--- src/hdl/wget_pkg.sv ---
// Shared types, codes and constants for the weighted graph edge table.
// No dependencies; used by wget_ctrl, wget_dpath and the top level.
`default_nettype none

package wget_pkg;

    // Default sizing, used as the defaults of the top level parameters
    localparam int MAX_VERTICES_DEF = 64;
    localparam int WEIGHT_BITS_DEF  = 16;

    // Fixed field widths of the stream items and configuration port
    localparam int CMD_W         = 3;
    localparam int VERTEX_W      = 6;
    localparam int IN_WEIGHT_W   = 16;
    localparam int EDGE_WEIGHT_W = 17;
    localparam int COUNT_W       = 13;
    localparam int S_TDATA_W     = 32;
    localparam int M_TDATA_W     = 40;
    localparam int M_TUSER_W     = 2;
    localparam int CFG_ADDR_W    = 1;
    localparam int CFG_DATA_W    = 7;

    localparam logic [CFG_DATA_W-1:0]           VCOUNT_RESET = 7'd64;
    localparam logic [COUNT_W-1:0]              TOTAL_MAX    = 13'd8191;
    localparam logic signed [EDGE_WEIGHT_W-1:0] NO_EDGE      = -17'sd1;

    typedef enum logic [CMD_W-1:0] {
        CMD_ADD    = 3'd0,
        CMD_REMOVE = 3'd1,
        CMD_QUERY  = 3'd2,
        CMD_DEGREE = 3'd3,
        CMD_LIST   = 3'd4,
        CMD_COUNT  = 3'd5
    } t_cmd;

    typedef enum logic [CFG_ADDR_W-1:0] {
        REG_DIRECTED     = 1'd0,
        REG_VERTEX_COUNT = 1'd1
    } t_cfg_reg;

    typedef enum logic [2:0] {
        ST_CLEAR,
        ST_IDLE,
        ST_CHECK,
        ST_MOD1,
        ST_MOD2,
        ST_RESP,
        ST_LIST,
        ST_LIST_END
    } t_state;

    typedef enum logic [3:0] {
        RES_DONE,
        RES_ERR,
        RES_REMOVE,
        RES_QUERY,
        RES_DEGREE,
        RES_TOTAL,
        RES_NB,
        RES_NB_LAST,
        RES_EMPTY
    } t_res;

    typedef struct packed {
        logic                             status;
        logic                             found;
        logic signed [EDGE_WEIGHT_W-1:0]  edge_weight;
        logic [COUNT_W-1:0]               count;
        logic [VERTEX_W-1:0]              neighbor;
        logic                             last;
    } t_result;

    // Commands from the controller to the datapath
    typedef struct packed {
        logic clr_wr;     // zero one row of present bits and its degree
        logic take_in;    // capture an input transfer
        logic rd_src;     // read row, degree and weight at the source vertex
        logic mod_src;    // update the source row, total and hit flag
        logic rd_dst;     // read row and degree at the destination vertex
        logic upd_dst;    // write the mirrored entry
        logic list_load;  // load the row scanner
        logic list_step;  // advance the row scanner by one vertex
        logic res_load;   // load the output register
        t_res res_sel;
    } t_dp_cmd;

    // Status from the datapath to the controller
    typedef struct packed {
        logic clr_done;
        t_cmd cmd;
        logic bad_vertex;
        logic had_now;
        logic mirror;
        logic out_free;
        logic scan_bit;
        logic scan_last;
        logic pend_valid;
    } t_dp_stat;

endpackage

`default_nettype wire

--- src/hdl/wget_ctrl.sv ---
// Controller state machine for the weighted graph edge table.
// Depends on wget_pkg; drives wget_dpath through command and status structs.
`default_nettype none

module wget_ctrl (
    input  wire logic               i_clk,
    input  wire logic               i_rst_n,
    input  wire logic               i_in_valid,
    output logic                    o_in_ready,
    input  wire wget_pkg::t_dp_stat i_stat,
    output wget_pkg::t_dp_cmd       o_cmd
);

    wget_pkg::t_state r_state;
    wget_pkg::t_state n_state;
    logic             list_emit;
    logic             list_stall;

    // A found neighbor pushes out the held one; stall while the output is full
    assign list_emit  = i_stat.scan_bit && i_stat.pend_valid;
    assign list_stall = list_emit && !i_stat.out_free;

    // State register
    always_ff @(posedge i_clk) begin
        if (!i_rst_n) begin
            r_state <= wget_pkg::ST_CLEAR;
        end else begin
            r_state <= n_state;
        end
    end

    // Next state
    always_comb begin
        n_state = r_state;
        case (r_state)
            wget_pkg::ST_CLEAR: begin
                if (i_stat.clr_done) n_state = wget_pkg::ST_IDLE;
            end
            wget_pkg::ST_IDLE: begin
                if (i_in_valid) n_state = wget_pkg::ST_CHECK;
            end
            wget_pkg::ST_CHECK: begin
                case (i_stat.cmd)
                    wget_pkg::CMD_COUNT: n_state = wget_pkg::ST_RESP;
                    wget_pkg::CMD_ADD, wget_pkg::CMD_REMOVE, wget_pkg::CMD_QUERY,
                    wget_pkg::CMD_DEGREE, wget_pkg::CMD_LIST: begin
                        n_state = i_stat.bad_vertex ? wget_pkg::ST_RESP : wget_pkg::ST_MOD1;
                    end
                    default: n_state = wget_pkg::ST_IDLE;
                endcase
            end
            wget_pkg::ST_MOD1: begin
                case (i_stat.cmd)
                    wget_pkg::CMD_ADD: begin
                        n_state = i_stat.mirror ? wget_pkg::ST_MOD2 : wget_pkg::ST_RESP;
                    end
                    wget_pkg::CMD_REMOVE: begin
                        n_state = (i_stat.mirror && i_stat.had_now) ? wget_pkg::ST_MOD2
                                                                    : wget_pkg::ST_RESP;
                    end
                    wget_pkg::CMD_LIST: n_state = wget_pkg::ST_LIST;
                    default:            n_state = wget_pkg::ST_RESP;
                endcase
            end
            wget_pkg::ST_MOD2: n_state = wget_pkg::ST_RESP;
            wget_pkg::ST_RESP: begin
                if (i_stat.out_free) n_state = wget_pkg::ST_IDLE;
            end
            wget_pkg::ST_LIST: begin
                if (!list_stall && i_stat.scan_last) n_state = wget_pkg::ST_LIST_END;
            end
            wget_pkg::ST_LIST_END: begin
                if (i_stat.out_free) n_state = wget_pkg::ST_IDLE;
            end
            default: n_state = wget_pkg::ST_IDLE;
        endcase
    end

    // Outputs
    always_comb begin
        o_in_ready    = 1'b0;
        o_cmd         = '0;
        o_cmd.res_sel = wget_pkg::RES_DONE;
        case (r_state)
            wget_pkg::ST_CLEAR: o_cmd.clr_wr = 1'b1;
            wget_pkg::ST_IDLE: begin
                o_in_ready    = 1'b1;
                o_cmd.take_in = i_in_valid;
            end
            wget_pkg::ST_CHECK: begin
                o_cmd.rd_src = !i_stat.bad_vertex;
            end
            wget_pkg::ST_MOD1: begin
                o_cmd.mod_src   = 1'b1;
                o_cmd.list_load = (i_stat.cmd == wget_pkg::CMD_LIST);
                o_cmd.rd_dst    = i_stat.mirror &&
                                  ((i_stat.cmd == wget_pkg::CMD_ADD) ||
                                   ((i_stat.cmd == wget_pkg::CMD_REMOVE) && i_stat.had_now));
            end
            wget_pkg::ST_MOD2: o_cmd.upd_dst = 1'b1;
            wget_pkg::ST_RESP: begin
                o_cmd.res_load = i_stat.out_free;
                if (i_stat.cmd == wget_pkg::CMD_COUNT) begin
                    o_cmd.res_sel = wget_pkg::RES_TOTAL;
                end else if (i_stat.bad_vertex) begin
                    o_cmd.res_sel = wget_pkg::RES_ERR;
                end else begin
                    case (i_stat.cmd)
                        wget_pkg::CMD_REMOVE: o_cmd.res_sel = wget_pkg::RES_REMOVE;
                        wget_pkg::CMD_QUERY:  o_cmd.res_sel = wget_pkg::RES_QUERY;
                        wget_pkg::CMD_DEGREE: o_cmd.res_sel = wget_pkg::RES_DEGREE;
                        default:              o_cmd.res_sel = wget_pkg::RES_DONE;
                    endcase
                end
            end
            wget_pkg::ST_LIST: begin
                o_cmd.list_step = !list_stall;
                o_cmd.res_load  = list_emit && i_stat.out_free;
                o_cmd.res_sel   = wget_pkg::RES_NB;
            end
            wget_pkg::ST_LIST_END: begin
                o_cmd.res_load = i_stat.out_free;
                o_cmd.res_sel  = i_stat.pend_valid ? wget_pkg::RES_NB_LAST
                                                   : wget_pkg::RES_EMPTY;
            end
            default: ;
        endcase
    end

endmodule

`default_nettype wire

--- config.mk ---
export PLATFORM = sky130hd
export DESIGN_NAME = wget_ctrl
export DESIGN_NICKNAME = d
export VERILOG_FILES = /design/src/hdl/wget_pkg.sv /design/src/hdl/wget_ctrl.sv
export SDC_FILE = /design/constraint.sdc
export NUM_CORES = 1
export LEC_CHECK = 0
export BUFFER_PORTS_ARGS = -buffer_cell sky130_fd_sc_hd__buf_2
export CAP_MARGIN = 20
export CORE_AREA = 5 5 42 44
export CTS_CLUSTER_SIZE = 40
export DETAILED_ROUTE_END_ITERATION = 8
export DIE_AREA = 0 0 47 49
export PLACE_DENSITY = 0.8
export REMOVE_ABC_BUFFERS = 1
export SLEW_MARGIN = 20
export SYNTH_ARGS = -nofsm -noshare
export SYNTH_HDL_FRONTEND = slang
export SYNTH_SLANG_ARGS = --single-unit
--- constraint.sdc ---
create_clock -name i_clk -period 3.59 [get_ports i_clk]
set_input_delay 0.718 -clock i_clk [delete_from_list [all_inputs] [get_ports i_clk]]
set_output_delay 0.718 -clock i_clk [all_outputs]
set_load 0.02 [all_outputs]
==> results of run 1 <==
cell families after synthesis:
| logic type | synth area share |
|---|---|
| buffers and inverters | 0.1319 |
| multiplexers | 0.04222 |
| AND/OR/NAND/NOR | 0.3299 |
| AO/OA/AOI/OAI | 0.3509 |
| XOR/XNOR | 0.01847 |
| flip-flops | 0.1267 |
Yosys cell counts, types with 2 or more instances:
cell type  count  area share
o21ai_0        2       0.021
nor3_1         2       0.021
mux2i_1        2       0.042
inv_1          5       0.040
o21a_1         4       0.063
nand2b_1       2       0.026
a21boi_1       2       0.032
nor2_1         6       0.047
buf_2          2       0.021
dfxtp_1        3        0.13
buf_6          2       0.047
a21oi_1        5       0.053
nand3_1        3       0.032
nor4b_1        2       0.037
a31oi_1        2       0.026
nand2_1        7       0.055
layer usage:
| layer | GRT usage | part of all wire | vias up |
|---|---|---|---|
| li1 | - | - | 295 |
| met1 | 0.1667 | 0.48 | 242 |
| met2 | 0.1493 | 0.38 | 30 |
| met3 | 0.08856 | 0.14 | 0 |
| met4 | 0.02765 | 0 | 0 |
| met5 | 0 | 0 | - |
final timing paths:
| path | slack [ps] | end |
|---|---|---|
| setup / recovery | 1310 | o_cmd[2] |
| hold / removal | 700 | r_state[2] |
| setup reg to reg | 2070 | r_state[1] |
| hold reg to reg | 700 | r_state[2] |
metrics by stage:
| stage | power [uW] | hold WS, ps |
|---|---|---|
| after floorplan | 152.9 | 636.4 |
| after global placement | 194.2 | 692.1 |
| after detailed placement | 196.7 | 704.3 |
| after CTS | 259.2 | 711.2 |
| after global routing | 281.3 | 727.5 |
| final | 253.6 | 703.1 |
layout make-up:
cell class              count  area, um2  area share
flip-flops and latches      3      60.06     0.09816
clock buffers               4      26.28     0.04294
repair buffers             27      135.1      0.2209
multi-input cells          54      351.6      0.5746
inverters                   5      18.77     0.03067
well taps                  16      20.02     0.03272
power breakdown:
group | internal, uW | switching, uW | total [uW]
combinational | 55.3 | 66.9 | 122
clock | 41.6 | 16.4 | 58.0
sequential | 41.3 | 32.1 | 73.4
==> results.py, run 1 <==
metrics = {
    "run_status": {
        "status": "complete, no violations",
    },
    "clock_tree": {
        "cts.sinks": 3,
        "h-tree-depth": 1,
        "cts_tree": "yes",
        "postCtsSetupBuffers": 0,
        "clk_path_buf_depth": 2,
        "clk_pin_slew_ps": 40,
        "postCtsHoldBufs": 0,
        "clk_latency_ps": 230,
        "cts_resized": 0,
        "cts_root_buf": "clkbuf_4",
        "cts_inserted_buffers": 3,
    },
    "yosys": {
        "synthesis.area_um2": 474.2,
        "ys_types": 33,
        "synthArstFlopShare": 0,
        "ys.flop_type": "dfxtp_1",
        "yosys_warnings": 0,
        "synth.avg_cell_area_um2": 6.974,
        "syn-instance-count": 68,
        "ys_seq_area_frac": 0.1266,
        "synth.ff_latch_count": 3,
        "synth-edff-count": 0,
    },
    "final_layout": {
        "mostFrequentLayoutCell": "buf_2",
        "instances_no_fill": 109,
        "n_antenna_cell": 0,
        "area_growth_syn_to_layout_pct": 29.02,
        "fin_util": 0.4366,
        "top_register": "r_state",
        "drive_above_1_share": 0.3763,
        "final_cell_mix": "27 x buf_2, 7 x nand2_1, 6 x nor2_1, 5 x inv_1, 5 x a21oi_1",
        "top_regs": "r_state: 3 flops",
        "stdcell_area_um2": 611.8,
        "largest_reg_flops": 3,
        "final.fill_count": 155,
        "layout.nets": 108,
    },
    "worst_setup_path": {
        "required_ps": 2870,
        "reg2reg_from": "r_state[0]",
        "crit_cells": 4,
        "cp.buffers_inverters": 1,
        "reg2regPathDepth": 4,
        "cp.arrival_ps": 1560,
        "crit_path_max_fanout": 19,
        "path_class": "flip-flop to output port",
        "critPathMaxStageDelay_ps": 680,
        "cp_slowest_cell": "dfxtp_1",
        "critical-path-top-delay-family": "flip-flops",
        "path_cells": "nor2b_1, nand3_1, a21boi_1, buf_2",
        "worstSetupEndpointType": "output port",
        "start_kind": "flip-flop",
        "worstSetupStartpoint": "r_state[0]",
    },
    "global_routing": {
        "grt_max_degree": 20,
        "antenna_found_initial": 0,
        "grt_overflow": 0,
        "grtUsageTotal": 0.1210,
        "grt_pass1_wl_um": 2076,
        "grt_pass1_vias": 476,
    },
    "routing": {
        "drt_iter0_markers": 14,
        "via_count": 567,
        "ant_nets": 0,
        "drt-total-wl_um": 1231,
        "wl_per_cell_um": 11.29,
        "vias_per_cell": 5.202,
        "first_pass_iters": 4,
        "drcViolationCount": 0,
    },
    "place": {
        "port_buffers": 27,
        "placed_cells": 105,
        "dp_slack_ps": 1325,
        "place_congestion": 0.8468,
        "dp_hpwl_um": 957,
        "placedInstanceArea_um2": 585.6,
    },
    "job": {
        "max-cap-violations": 0,
    },
    "power": {
        "leakage_uw": 0.0003001,
        "cellPowerDensity_nw_per_um2": 414.5,
        "ir_drop_mv": 0.3341,
    },
    "die": {
        "rows": 14,
        "fp.dieW_um": 47,
        "core-area_um2": 1401,
        "die_area_um2": 2303,
        "start_util": 0.3384,
        "pin_count": 28,
        "fp.dieH_um": 49,
    },
    "sta": {
        "fin_ws_ps": 1313,
        "fin_crit_ps": 2277,
        "worstMarginPinSlew_ps": 586.2,
        "skew_ps": 0.6058,
        "hold_viol": 0,
        "slew_headroom": 0.6086,
        "drv_slew": 0,
        "max_freq_mhz": 439.1,
        "grt_setup_unrepaired": "false",
        "tns_ps": 0,
        "finalCritPeriodShare": 0.6343,
        "setup_violations": 0,
    },
    "worst_hold_path": {
        "hp-start": "r_state[2]",
        "min_path_cells": 1,
        "hold_class": "flip-flop to flip-flop",
    },
}
(Power assumes the default switching activity.)
==> inputs of run 2 (changes only) <==
ABC_AREA = 1   (was default)
CORE_AREA = default   (was 5 5 42 44)
CORE_MARGIN = 5   (was default)
CORE_UTILIZATION = 39   (was default)
DIE_AREA = default   (was 0 0 47 49)
PLACE_DENSITY = 0.85   (was 0.8)
clock period = 2 ns   (was 3.59 ns; I/O delays follow)
==> results.py, run 2 <==
metrics = {
    "clock_tree": {
        "postCtsSetupBuffers": 0,
        "cts_root_buf": "clkbuf_4",
        "clk_latency_ps": 230,
        "clk_path_buf_depth": 2,
        "h-tree-depth": 1,
        "cts_inserted_buffers": 3,
        "clk_pin_slew_ps": 40,
        "cts.sinks": 3,
        "cts_tree": "yes",
    },
    "worst_setup_path": {
        "path_cells": "nand2_4, nor2_1, nand3_1, nand2_1, buf_2",
        "r2r_slack_ps": 650,
        "reg2reg_from": "r_state[0]",
        "crit_path_max_fanout": 8,
        "cp_slowest_cell": "dfxtp_1",
        "start_kind": "flip-flop",
        "cp.arrival_ps": 1410,
        "required_ps": 1600,
        "critPathMaxStageDelay_ps": 570,
        "worstSetupEndpointType": "output port",
        "path_class": "flip-flop to output port",
        "worstSetupStartpoint": "r_state[0]",
    },
    "power": {
        "ir_drop_mv": 0.6690,
        "leakage_uw": 0.0004375,
        "cellPowerDensity_nw_per_um2": 1007,
        "power_uw": 705.6,
    },
    "global_routing": {
        "grt_pass1_wl_um": 2228,
        "grt_max_degree": 10,
        "antenna_found_initial": 0,
        "grtUsageTotal": 0.1345,
        "grt_overflow": 0,
        "grt_pass1_vias": 573,
    },
    "final_layout": {
        "drive_above_1_share": 0.3884,
        "final_cell_mix": "27 x buf_2, 18 x nand2_1, 13 x inv_1, 13 x nand3_1, 12 x nor2_1",
        "top_regs": "r_state: 3 flops",
        "top_register": "r_state",
        "stdcell_area_um2": 700.7,
        "area_growth_syn_to_layout_pct": 26.98,
        "n_antenna_cell": 0,
        "largest_reg_flops": 3,
        "layout.nets": 136,
        "mostFrequentLayoutCell": "buf_2",
    },
    "die": {
        "die_area_um2": 2267,
        "fp.dieW_um": 47.62,
        "start_util": 0.4188,
        "pin_count": 28,
        "core-area_um2": 1318,
        "fp.dieH_um": 47.62,
        "rows": 13,
    },
    "yosys": {
        "synthTopCellsByArea": "nand2_1 12%, nand3_1 12%, dfxtp_1 11%",
        "synth.ff_latch_count": 3,
        "synth_fa_ha_area_frac": 0,
        "synth-compound-area-share": 0.1383,
        "ys_seq_area_frac": 0.1088,
        "yosys.area_share.simple": 0.5510,
        "synthArstFlopShare": 0,
        "synth-xor-area-share": 0,
        "syn-instance-count": 93,
        "synth_top_area_frac": 0.1224,
        "synth.avg_cell_area_um2": 5.933,
        "synth-edff-count": 0,
        "synth_largest_area_cell": "nand2_1",
        "ys.flop_type": "dfxtp_1",
        "synth_commonest_cells": "18 x nand2_1, 13 x inv_1, 13 x nand3_1, 12 x nor2_1, 5 x a21oi_1",
        "yosysMostFrequentCell": "nand2_1",
        "synthesis.area_um2": 551.8,
        "ys_types": 22,
        "synth_mux_area_frac": 0,
        "yosys_warnings": 0,
        "synth_top_family_by_area": "simple AND/OR/NAND/NOR gates",
    },
    "sta": {
        "max_freq_mhz": 553.8,
        "worstMarginPinSlew_ps": 423.9,
        "tns_ps": 0,
        "finalCritPeriodShare": 0.9029,
        "setup_violations": 0,
        "slew_headroom": 0.7170,
        "hold_viol": 0,
        "fin_ws_ps": 194.2,
        "fin_hold_ws_ps": 423.7,
        "drv_slew": 0,
        "grt_setup_unrepaired": "false",
        "fin_crit_ps": 1806,
        "skew_ps": 4.191,
    },
    "run_status": {
        "status": "complete, no violations",
    },
    "place": {
        "port_buffers": 27,
        "dp_hpwl_um": 1197,
        "place_congestion": 0.7902,
        "dp_slack_ps": 370.7,
        "placedInstanceArea_um2": 671.9,
    },
    "worst_hold_path": {
        "hp-start": "i_rst_n",
        "hold_class": "primary input to flip-flop",
    },
    "routing": {
        "vias_per_cell": 4.904,
        "first_pass_iters": 4,
        "via_count": 667,
        "ant_nets": 0,
        "wl_per_cell_um": 10.51,
        "drt_iter0_markers": 18,
        "drcViolationCount": 0,
        "drt-total-wl_um": 1429,
    },
    "job": {
        "max-cap-violations": 0,
    },
}
[run 2: cell count changes after synthesis, moves of 3 or more]
| cell | previous run | this run |
|---|---|---|
| inv_1 | 5 | 13 |
| inv_2 | 0 | 3 |
| nand2_1 | 7 | 18 |
| nand3_1 | 3 | 13 |
| nor2_1 | 6 | 12 |
| o21a_1 | 4 | 0 |
[run 2: cell type report]
| cell class | count | area (um2) |
|---|---|---|
| inverters | 18 | 77.57 |
| repair buffers | 27 | 135.1 |
| flip-flops and latches | 3 | 62.56 |
| clock buffers | 4 | 26.28 |
| multi-input cells | 69 | 380.4 |
| fillers | 154 | 616.8 |
| well taps | 15 | 18.77 |
[run 2: path summary, 6_finish.rpt]
kind,to,cells after the start
worst max-delay path,o_cmd[1],5
worst min-delay path,r_state[2],3
worst max register to register,r_state[1],9
worst min register to register,r_state[2],2
[run 2: through the flow]
| stage | instances | utilization |
|---|---|---|
| floorplan | 90 | - |
| global placement | 132 | 0.5100 |
| detailed placement | 132 | 0.5100 |
| CTS | 136 | 0.5299 |
| global route | 136 | 0.5318 |
| finish | 136 | 0.5318 |
[run 2: worst max-delay path: cells and delay by family (launching register included)]
family | cells | cell delay [ps]
DFF | 1 | 570
and+or+nand+nor | 4 | 450
buffers and inverters | 1 | 150
[run 2: cells by family after synthesis]
family | after synthesis
buf+inv | 21
flops | 3
simple gates | 56
compound gates | 13
[run 2: per-layer routing]
layer  share of wire  up-vias  GRT usage
li1                -      359          -
met1            0.42      280     0.1689
met2            0.47       26     0.2193
met3           0.099        2    0.05263
met4          0.0091        0    0.02688
met5               0        -          0
[run 2: what timing repair did]
| action | CTS | global route |
|---|---|---|
| endpoints found under the hold margin | 0 | 0 |
| hold buffers | 0 | 0 |
| endpoints found under the setup margin | 0 | 2 |
| resized for setup | 0 | 2 |
[run 2: report_power, final]
group          internal [uW]  switching (uW)  leakage, uW
clock                   74.8            32.7    0.0000150
combinational            151             271     0.000397
sequential              87.5            87.7    0.0000256
==> inputs of run 3 (changes only) <==
TNS_END_PERCENT = 50   (was default)
clock period = 1.5 ns   (was 2 ns; I/O delays follow)
==> results.py, run 3 (synthesized netlist as in run 2, its figures left out) <==
metrics = {
    "global_routing": {
        "grt_max_degree": 7,
        "grt_pass1_vias": 623,
        "grt_overflow": 0,
        "antenna_found_initial": 0,
        "grtUsageTotal": 0.1451,
        "grt_pass1_wl_um": 2346,
    },
    "final_layout": {
        "regArea_um2": 71.32,
        "drive_above_1_share": 0.4806,
        "top_register": "r_state",
        "layout.nets": 144,
        "multi_input_area_um2": 404.1,
        "final.fill_count": 129,
        "area_growth_syn_to_layout_pct": 49.43,
        "largest_reg_flops": 3,
        "n_antenna_cell": 0,
        "final_cell_mix": "20 x buf_2, 17 x nand2_1, 13 x nand3_1, 12 x inv_1, 12 x buf_4",
        "top_regs": "r_state: 3 flops",
        "mostFrequentLayoutCell": "buf_2",
    },
    "worst_setup_path": {
        "start_kind": "flip-flop",
        "cp.buffers_inverters": 2,
        "worstSetupEndpointType": "output port",
        "required_ps": 1200,
        "reg2regPathDepth": 9,
        "crit_cells": 5,
        "cp.arrival_ps": 1190,
        "r2r_slack_ps": 150,
        "critPathMaxStageDelay_ps": 380,
        "cp_slowest_cell": "dfxtp_4",
        "path_cells": "inv_6, nor3_4, nand2_1, nor2_1, buf_4",
        "path_class": "flip-flop to output port",
        "reg2reg_from": "r_state[1]",
        "critical-path-top-delay-family": "flip-flops",
        "r2r-end": "r_state[1]",
        "crit_path_max_fanout": 4,
        "endpoint": "o_cmd[8]",
        "worstSetupStartpoint": "r_state[0]",
    },
    "die": {
        "core-area_um2": 1318,
        "fp.dieH_um": 47.62,
        "start_util": 0.4188,
        "pin_count": 28,
        "fp.dieW_um": 47.62,
        "die_area_um2": 2267,
        "rows": 13,
    },
    "place": {
        "dp_hpwl_um": 1235,
        "place_congestion": 0.8046,
        "port_buffers": 27,
    },
    "sta": {
        "setup_violations": 0,
        "hold_viol": 0,
        "slew_headroom": 0.8651,
        "finalCritPeriodShare": 0.9944,
        "fin_crit_ps": 1492,
        "max_freq_mhz": 670.5,
        "drv_slew": 0,
        "skew_ps": 3.659,
        "grt_setup_unrepaired": "true",
        "worstMarginPinSlew_ps": 201.7,
        "fin_hold_ws_ps": 337.5,
    },
    "clock_tree": {
        "cts_tree": "yes",
        "postCtsHoldBufs": 0,
        "cts_root_buf": "clkbuf_4",
        "clk_path_buf_depth": 2,
        "clk_pin_slew_ps": 40,
        "clk_latency_ps": 230,
        "cts_inserted_buffers": 3,
        "cts.sinks": 3,
        "h-tree-depth": 1,
    },
    "routing": {
        "drt-total-wl_um": 1559,
        "drcViolationCount": 0,
        "drt_iter0_markers": 25,
        "first_pass_iters": 4,
        "ant_nets": 0,
        "vias_per_cell": 5.014,
        "via_count": 722,
        "wl_per_cell_um": 10.83,
    },
    "power": {
        "p_switching_uw": 573.9,
        "intPower_uw": 553.5,
        "leakage_uw": 0.0004804,
        "power_uw": 1127,
        "power.clock.fraction": 0.124,
        "power_frac_comb": 0.677,
        "pwr-share-seq": 0.199,
        "cellPowerDensity_nw_per_um2": 1367,
        "ir_drop_mv": 0.9109,
        "sw_frac_of_total": 0.5091,
    },
    "job": {
        "max-cap-violations": 0,
    },
    "run_status": {
        "status": "complete, no violations",
    },
    "worst_hold_path": {
        "min_path_cells": 3,
        "hold_class": "primary input to flip-flop",
    },
}
run 3: area by class of cell:
type / count / share of cell area
multi-input cells: 69 / 0.4901
inverters: 18 / 0.09712
repair buffers: 35 / 0.2716
well taps: 15 / 0.02276
flip-flops and latches: 3 / 0.08649
clock buffers: 4 / 0.03187
run 3: how the worst min path moves through the flow:
stage,start,to,slack (ps)
finish,i_rst_n,r_state[1],340
global route,i_rst_n,r_state[2],350
CTS,i_rst_n,r_state[1],330
detailed placement,i_rst_n,r_state[1],580
global placement,i_rst_n,r_state[2],580
floorplan,i_rst_n,r_state[1],440
run 3: repair_timing:
item                       4_1_cts  5_1_grt
gates resized for setup         10       15
setup endpoints to repair       14        8
pin swaps                        1        2
setup buffers                    3        1
run 3: power by group through the flow:
stage / clock network (uW) / registers, uW / logic (uW)
floorplan: 0 / 213 / 419
global placement: 0 / 199 / 622
detailed placement: 0 / 202 / 634
CTS: 145 / 217 / 705
global route: 151 / 233 / 834
finish: 140 / 224 / 763
run 3: worst reg2reg max path, cell delays in order, from the launching register on:
cell     delay, ps
dfxtp_4        410
buf_6          140
nor2_4          30
buf_4          130
nand3_1         90
nand3_2         90
nor2_4         130
nand2_1         70
nor2_1         100
nor2_1          50
run 3: per-layer routing:
layer / vias to the layer above / track usage / part of all wire
met4: 0 / 0.04839 / 0.0058
met2: 29 / 0.2594 / 0.51
met3: 2 / 0.02256 / 0.083
met1: 316 / 0.1756 / 0.40
li1: 375 / - / -
met5: - / 0 / 0
run 3: per-stage QoR:
stage	instance area, um2	cells	setup TNS, ps	utilization	setup WS (ps)
global route	824.5	144	-156.5	0.6258	-73.81
floorplan	518.0	90	-115.9	-	-113.8
CTS	772.0	143	0	0.5859	1.482
finish	824.5	144	0	0.6258	8.467
global placement	701.9	136	0	0.5328	44.86
detailed placement	701.9	136	0	0.5328	39.05
